File: config.mk
export PLATFORM = sky130hd
export DESIGN_NAME = dhcp_relay_option_scanner_flat
export DESIGN_NICKNAME = d
export VERILOG_FILES = /design/src/sv/dros_pkg.sv /design/src/sv/dros_if.sv /design/src/sv/dros_parser.sv /design/src/sv/dhcp_relay_option_scanner.sv /design/src/flat_wrapper.sv
export SDC_FILE = /design/constraint.sdc
export NUM_CORES = 1
export LEC_CHECK = 0
export BUFFER_PORTS_ARGS = -buffer_cell sky130_fd_sc_hd__buf_2
export CAP_MARGIN = 20
export CORE_ASPECT_RATIO = 0.6
export CORE_MARGIN = 5
export CORE_UTILIZATION = 50
export DETAILED_ROUTE_END_ITERATION = 6
export PLACE_DENSITY = 0.7
export SYNTH_ARGS = -nofsm -noshare
export SYNTH_HDL_FRONTEND = slang
export SYNTH_HIERARCHICAL = 1
export SYNTH_SLANG_ARGS = --single-unit
File: constraint.sdc
create_clock -name clk -period 2.7 [get_ports clk]
set_clock_uncertainty 0.05 [all_clocks]
set_input_delay 0.27 -clock clk [delete_from_list [all_inputs] [get_ports clk]]
set_output_delay 0.27 -clock clk [all_outputs]
set_load 0.01 [all_outputs]
File: src/sv/dros_pkg.sv
`timescale 1ns / 1ps
// ----------------------------------------------------------------------------
// DHCP relay option scanner package
// Parse phases, option codes, verdict codes and the magic cookie.
// ----------------------------------------------------------------------------
package dros_pkg;

  localparam int unsigned PHASE_W = 3;
  localparam logic [PHASE_W-1:0] PH_COOKIE = 3'd0;
  localparam logic [PHASE_W-1:0] PH_CODE   = 3'd1;
  localparam logic [PHASE_W-1:0] PH_LEN    = 3'd2;
  localparam logic [PHASE_W-1:0] PH_SKIP   = 3'd3;
  localparam logic [PHASE_W-1:0] PH_DONE   = 3'd4;

  localparam logic [7:0] OPT_PAD      = 8'd0;
  localparam logic [7:0] OPT_MSG_TYPE = 8'd53;
  localparam logic [7:0] OPT_AGENT    = 8'd82;
  localparam logic [7:0] OPT_END      = 8'd255;

  localparam logic [2:0] COOKIE_LEN = 3'd4;

  typedef logic [1:0] verdict_t;
  localparam verdict_t V_FORWARD = 2'd0;
  localparam verdict_t V_AGENT   = 2'd1;
  localparam verdict_t V_BAD_LEN = 2'd2;

  // One accepted byte as seen by the parser
  typedef struct packed {
    logic       fire;
    logic [7:0] data_byte;
    logic       last_byte;
  } step_t;

  function automatic logic [7:0] magic_byte(input logic [1:0] idx);
    logic [7:0] m;
    unique case (idx)
      2'd0: m = 8'd99;
      2'd1: m = 8'd130;
      2'd2: m = 8'd83;
      2'd3: m = 8'd99;
      default: m = 8'd99;
    endcase
    return m;
  endfunction

endpackage

File: src/sv/dros_if.sv
`timescale 1ns / 1ps
// ----------------------------------------------------------------------------
// DHCP relay option scanner channels
// Valid/ready channels for option bytes and for verdicts.
// ----------------------------------------------------------------------------
interface dros_byte_if (input logic clk);
  logic       valid;
  logic       ready;
  logic [7:0] data_byte;
  logic       last_byte;

  modport source (output valid, output data_byte, output last_byte, input ready);
  modport sink (input valid, input data_byte, input last_byte, output ready);
endinterface

interface dros_verdict_if (input logic clk);
  logic       valid;
  logic       ready;
  logic [1:0] verdict;

  modport source (output valid, output verdict, input ready);
  modport sink (input valid, input verdict, output ready);
endinterface

File: src/sv/dros_parser.sv
`timescale 1ns / 1ps
// ----------------------------------------------------------------------------
// DHCP relay option scanner: option walker
// Holds the per-packet parse state and forms the verdict for the last byte.
// ----------------------------------------------------------------------------
module dros_parser
  import dros_pkg::*;
(
  input  logic     clk,
  input  logic     rst,
  input  step_t    step,
  output verdict_t verdict
);

  logic [2:0]         cookie_count, cookie_count_next;
  logic [PHASE_W-1:0] parse_phase, parse_phase_next;
  logic [7:0]         bytes_left, bytes_left_next;
  logic               seen_msg_type, seen_msg_type_next;
  verdict_t           held_verdict, held_verdict_next;
  verdict_t           pending;
  logic [7:0]         b;

  assign b = step.data_byte;

  always_comb begin
    cookie_count_next  = cookie_count;
    parse_phase_next   = parse_phase;
    bytes_left_next    = bytes_left;
    seen_msg_type_next = seen_msg_type;
    held_verdict_next  = held_verdict;
    pending            = V_FORWARD;
    unique case (parse_phase)
      PH_COOKIE: begin
        if (b != magic_byte(cookie_count[1:0])) begin
          held_verdict_next = V_FORWARD;
          parse_phase_next  = PH_DONE;
        end else begin
          cookie_count_next = cookie_count + 3'd1;
          if (cookie_count_next >= COOKIE_LEN) parse_phase_next = PH_CODE;
        end
      end
      PH_CODE: begin
        priority if (b == OPT_PAD) begin
          pending = V_FORWARD;
        end else if (b == OPT_END) begin
          held_verdict_next = V_FORWARD;
          parse_phase_next  = PH_DONE;
        end else if (b == OPT_AGENT && seen_msg_type) begin
          held_verdict_next = V_AGENT;
          parse_phase_next  = PH_DONE;
        end else begin
          if (b == OPT_MSG_TYPE) seen_msg_type_next = 1'b1;
          parse_phase_next = PH_LEN;
          pending          = V_BAD_LEN;
        end
      end
      PH_LEN: begin
        if (b == 8'd0) begin
          parse_phase_next = PH_CODE;
        end else begin
          bytes_left_next  = b;
          parse_phase_next = PH_SKIP;
          pending          = V_BAD_LEN;
        end
      end
      PH_SKIP: begin
        if (bytes_left != 8'd0) bytes_left_next = bytes_left - 8'd1;
        if (bytes_left_next == 8'd0) begin
          parse_phase_next = PH_CODE;
        end else begin
          pending = V_BAD_LEN;
        end
      end
      default: ;  // verdict reached: bytes ignored
    endcase
  end

  assign verdict = (parse_phase_next >= PH_DONE) ? held_verdict_next : pending;

  always_ff @(posedge clk) begin
    if (rst || (step.fire && step.last_byte)) begin
      cookie_count  <= 3'd0;
      parse_phase   <= PH_COOKIE;
      bytes_left    <= 8'd0;
      seen_msg_type <= 1'b0;
      held_verdict  <= V_FORWARD;
    end else if (step.fire) begin
      cookie_count  <= cookie_count_next;
      parse_phase   <= parse_phase_next;
      bytes_left    <= bytes_left_next;
      seen_msg_type <= seen_msg_type_next;
      held_verdict  <= held_verdict_next;
    end
  end

  // skipping always has data still to drop
  a_skip_nonzero: assert property (@(posedge clk) disable iff (rst)
    parse_phase == PH_SKIP |-> bytes_left != 8'd0)
    else $error("skip phase with no data bytes left");

  // cookie phase never counts past the cookie
  a_cookie_bound: assert property (@(posedge clk) disable iff (rst)
    parse_phase == PH_COOKIE |-> cookie_count < COOKIE_LEN)
    else $error("cookie count beyond cookie length");

  // last beat returns the walker to the start of a packet
  a_last_resets: assert property (@(posedge clk) disable iff (rst)
    step.fire && step.last_byte |=> parse_phase == PH_COOKIE && cookie_count == 3'd0)
    else $error("parse state not cleared after last beat");

endmodule

File: src/sv/dhcp_relay_option_scanner.sv
`timescale 1ns / 1ps
// ----------------------------------------------------------------------------
// DHCP relay option scanner
//   channel      dir  payload               beat
//   bytes_in     in   data_byte, last_byte  one options byte, cookie first
//   verdict_out  out  verdict               one per packet, after last byte
//
// One byte per cycle unless stalled; the last byte's verdict is registered.
// The output register holds one verdict; bytes are taken while it is empty or
// being drained, so a stalled verdict holds back every byte until it is read.
// Synchronous reset clears the parse state and empties the output register.
// ----------------------------------------------------------------------------
module dhcp_relay_option_scanner
  import dros_pkg::*;
(
  input  logic           clk,
  input  logic           rst,
  dros_byte_if.sink      bytes_in,
  dros_verdict_if.source verdict_out
);

  step_t    step;
  verdict_t step_verdict;
  logic     out_valid;
  verdict_t out_verdict;
  logic     take;

  assign take           = bytes_in.valid && bytes_in.ready;
  assign bytes_in.ready = !out_valid || verdict_out.ready;

  assign step.fire      = take;
  assign step.data_byte = bytes_in.data_byte;
  assign step.last_byte = bytes_in.last_byte;

  dros_parser u_parser (
    .clk     (clk),
    .rst     (rst),
    .step    (step),
    .verdict (step_verdict)
  );

  always_ff @(posedge clk) begin
    if (rst) begin
      out_valid <= 1'b0;
    end else if (take && bytes_in.last_byte) begin
      out_valid <= 1'b1;
    end else if (verdict_out.ready) begin
      out_valid <= 1'b0;
    end
  end

  always_ff @(posedge clk) begin
    if (take && bytes_in.last_byte) out_verdict <= step_verdict;
  end

  assign verdict_out.valid   = out_valid;
  assign verdict_out.verdict = out_verdict;

  a_last_gives_verdict: assert property (@(posedge clk) disable iff (rst)
    take && bytes_in.last_byte |=> verdict_out.valid)
    else $error("no verdict after last beat");

  a_verdict_code: assert property (@(posedge clk) disable iff (rst)
    verdict_out.valid |-> verdict_out.verdict != 2'd3)
    else $error("undefined verdict code");

  a_stall_blocks: assert property (@(posedge clk) disable iff (rst)
    out_valid && !verdict_out.ready |-> !bytes_in.ready)
    else $error("input taken while verdict stalled");

endmodule

File: src/flat_wrapper.sv
// flat-port wrapper written by rule: the top's interface ports become plain ports
module dhcp_relay_option_scanner_flat import dros_pkg::*;
  (clk, rst, bytes_in_valid, bytes_in_data_byte, bytes_in_last_byte, bytes_in_ready, verdict_out_valid, verdict_out_verdict, verdict_out_ready);
  dros_byte_if bytes_in_i (.clk(clk));
  dros_verdict_if verdict_out_i (.clk(clk));
  input  logic clk;
  input  logic rst;
  input wire logic [$bits(bytes_in_i.valid)-1:0] bytes_in_valid;
  input wire logic [$bits(bytes_in_i.data_byte)-1:0] bytes_in_data_byte;
  input wire logic [$bits(bytes_in_i.last_byte)-1:0] bytes_in_last_byte;
  output wire logic [$bits(bytes_in_i.ready)-1:0] bytes_in_ready;
  output wire logic [$bits(verdict_out_i.valid)-1:0] verdict_out_valid;
  output wire logic [$bits(verdict_out_i.verdict)-1:0] verdict_out_verdict;
  input wire logic [$bits(verdict_out_i.ready)-1:0] verdict_out_ready;
  assign bytes_in_i.valid = bytes_in_valid;
  assign bytes_in_i.data_byte = bytes_in_data_byte;
  assign bytes_in_i.last_byte = bytes_in_last_byte;
  assign bytes_in_ready = bytes_in_i.ready;
  assign verdict_out_valid = verdict_out_i.valid;
  assign verdict_out_verdict = verdict_out_i.verdict;
  assign verdict_out_i.ready = verdict_out_ready;
  dhcp_relay_option_scanner u_core (.clk(clk), .rst(rst), .bytes_in(bytes_in_i), .verdict_out(verdict_out_i));
endmodule
==> flow_metrics.env <==
export IMPL_dp_slack_ns=0.330
export IMPL_final_common_cell="dfxtp_1"
export IMPL_area_growth_pct=12.3
export IMPL_grt_pass1_vias=1297
export IMPL_final_area_um2=1540
export IMPL_slew_viol_final=0
export IMPL_crit_path_start_kind="flip-flop"
export IMPL_ys_types=56
export IMPL_grt_overflow=0
export IMPL_period_share=0.935
export IMPL_route_final_wire_length_mm=3.69
export IMPL_cts_buffers_inserted=3
export IMPL_track_usage=0.194
export IMPL_fin_cells=213
export IMPL_fp_dieH_um=50.5
export IMPL_finalSetupTns_ns=0
export IMPL_outcome="completed"
export IMPL_yosys_warnings=6
export IMPL_io_buffers=16
export IMPL_synthArstFlopShare=0
export IMPL_synthCells=165
export IMPL_clkSinkCount=20
export IMPL_fp_dieW_um=77.5
export IMPL_wl_per_cell_um=17.3
export IMPL_cp_max_fo=6
export IMPL_layout_common_cells="dfxtp_1, buf_2, a21oi_1, nor2_1, nand2_1"
export IMPL_crit_type="flip-flop to flip-flop"
export IMPL_clk_latency_ns=0.26
export IMPL_critPathLaunch="u_core/u_parser/bytes_left[0]"
export IMPL_antenna_found_initial=0
export IMPL_hold_slack_ns=0.150
export IMPL_die_area_um2=3920
export IMPL_place_congestion=0.942
export IMPL_num_vias=1391
export IMPL_cts_resized=0
export IMPL_required_ns=2.63
export IMPL_peakVddDrop_v=0.000277
export IMPL_maxCapViolations=0
export IMPL_max_freq_mhz=396
export IMPL_worstHoldStart="rst"
export IMPL_dpl_cell_area_um2=1480
export IMPL_r2r_start="u_core/u_parser/bytes_left[0]"
export IMPL_ios=17
export IMPL_max_slew_margin=0.498
export IMPL_clk_pin_slew_ns=0.07
export IMPL_drc=0
export IMPL_fin_util=0.600
export IMPL_final_nets=199
export IMPL_ant_nets=0
export IMPL_cts_hold_buffers=0
export IMPL_cts_tree="done"
export IMPL_firstDrtPassIters=4
export IMPL_core_area_um2=2560
export IMPL_viasPerCell=6.53
export IMPL_power_density_nw_per_um2=435
export IMPL_root_buffer="clkbuf_8"
export IMPL_antenna_cells=0
export IMPL_post_cts_buffers=0
export IMPL_grt_pass1_wl_mm=6.22
export IMPL_drt_iter0_drc=149
export IMPL_fin_ws_ns=0.177
export IMPL_crit_arrival_ns=2.45
export IMPL_min_path_type="input pin to flip-flop"
export IMPL_synth_seq_area_share=0.307
export IMPL_cts_max_level=1
export IMPL_leakagePower_nw=0.568
export IMPL_initial_utilization=0.535
export IMPL_tightest_slew_ns=0.751
export IMPL_avgSynthCellArea_um2=8.29
export IMPL_p_total_uw=668
export IMPL_fin_crit_ns=2.52
export IMPL_rsz0062_at_grt="no"
export IMPL_final_hold_viol_count=0
export IMPL_ys_seq_elements=20
export IMPL_setup_violations_final=0
export IMPL_clockBufferDepth=2
export IMPL_synth_edff_count=2
export IMPL_multi_input_area_um2=895
export IMPL_fill_cells=240
export IMPL_drive_above_1_share=0.204
export IMPL_setup_worst_path_end_class="flip-flop"
export IMPL_grt_max_degree=16
export IMPL_syn_nets=182
export IMPL_fp_row_count=14
export IMPL_dp_hpwl_mm=2.80
export IMPL_synth_flop_cell="dfxtp_1"
export IMPL_seqCellArea_um2=420
export IMPL_syn_area_um2=1370
export IMPL_dp_cells=209
[cells in the mapped netlist, types with 3 or more instances]
cell type,n,area [µm²]
nor3_1,7,35.0
a21oi_1,14,70.1
clkbuf_1,6,22.5
or2_2,3,18.8
nor4_1,3,18.8
nor3b_1,3,22.5
nor2_1,14,52.6
dfxtp_1,18,360
nand4_1,4,25.0
o31ai_1,4,30.0
xor2_1,3,26.3
nor2b_1,4,25.0
xnor2_1,3,26.3
o211ai_1,5,37.5
ha_1,4,50.1
nand2_1,12,45.0
inv_1,6,22.5
[layer usage]
metal	vias up	GRT usage	part of all wire	routed length, µm
li1	665	-	-	-
met1	638	0.303	0.49	1790
met2	82	0.251	0.41	1510
met3	6	0.0500	0.097	357
met4	0	0.0629	0.0065	24
met5	-	0	0	0
[final cells by class]
type,count,area share
sequential,20,0.274
multi-input combinational,132,0.583
inverter,6,0.0147
clock buffer,4,0.0359
tap,32,0.0261
timing repair buffer,19,0.0668
[registers in the layout (all words and copies together), names as in the netlist, named ones only]
signal and flops:
u_core/u_parser/bytes_left 8, u_core/u_parser/cookie_count 3, u_core/u_parser/held_verdict 2, u_core/verdict_out.verdict 2
u_core/u_parser/parse_phase 1, u_core/u_parser/seen_msg_type 1, u_core/verdict_out.valid 1
[power by group]
| part | total, mW | switching, mW | internal (mW) |
|---|---|---|---|
| registers | 0.321 | 0.0127 | 0.308 |
| logic | 0.119 | 0.0694 | 0.0494 |
| clock network | 0.229 | 0.0991 | 0.130 |
[critical path: stages (launching register included)]
cell      delay [ns]
dfxtp_1         0.34
inv_1           0.11
ha_1            0.28
or3b_2          0.50
nor3_1          0.23
a21oi_1         0.12
o41ai_1         0.41
o311ai_0        0.21
[cells by family after synthesis]
group	share of synthesized area
adder cells (fa/ha/maj)	0.0366
multiplexers	0.0156
XOR/XNOR	0.0384
flip-flops	0.307
buffers and inverters	0.0384
AO/OA/AOI/OAI	0.265
AND/OR/NAND/NOR	0.298
[worst paths after layout]
check / endpoint / slack (ns) / cells after the start
min: u_core/verdict_out.valid / 0.15 / 2
max: u_core/verdict_out.verdict[1] / 0.18 / 7
min reg2reg: u_core/u_parser/held_verdict[1] / 0.40 / 2
max reg2reg: u_core/verdict_out.verdict[1] / 0.18 / 7
Power figures use the tool's default switching activity.
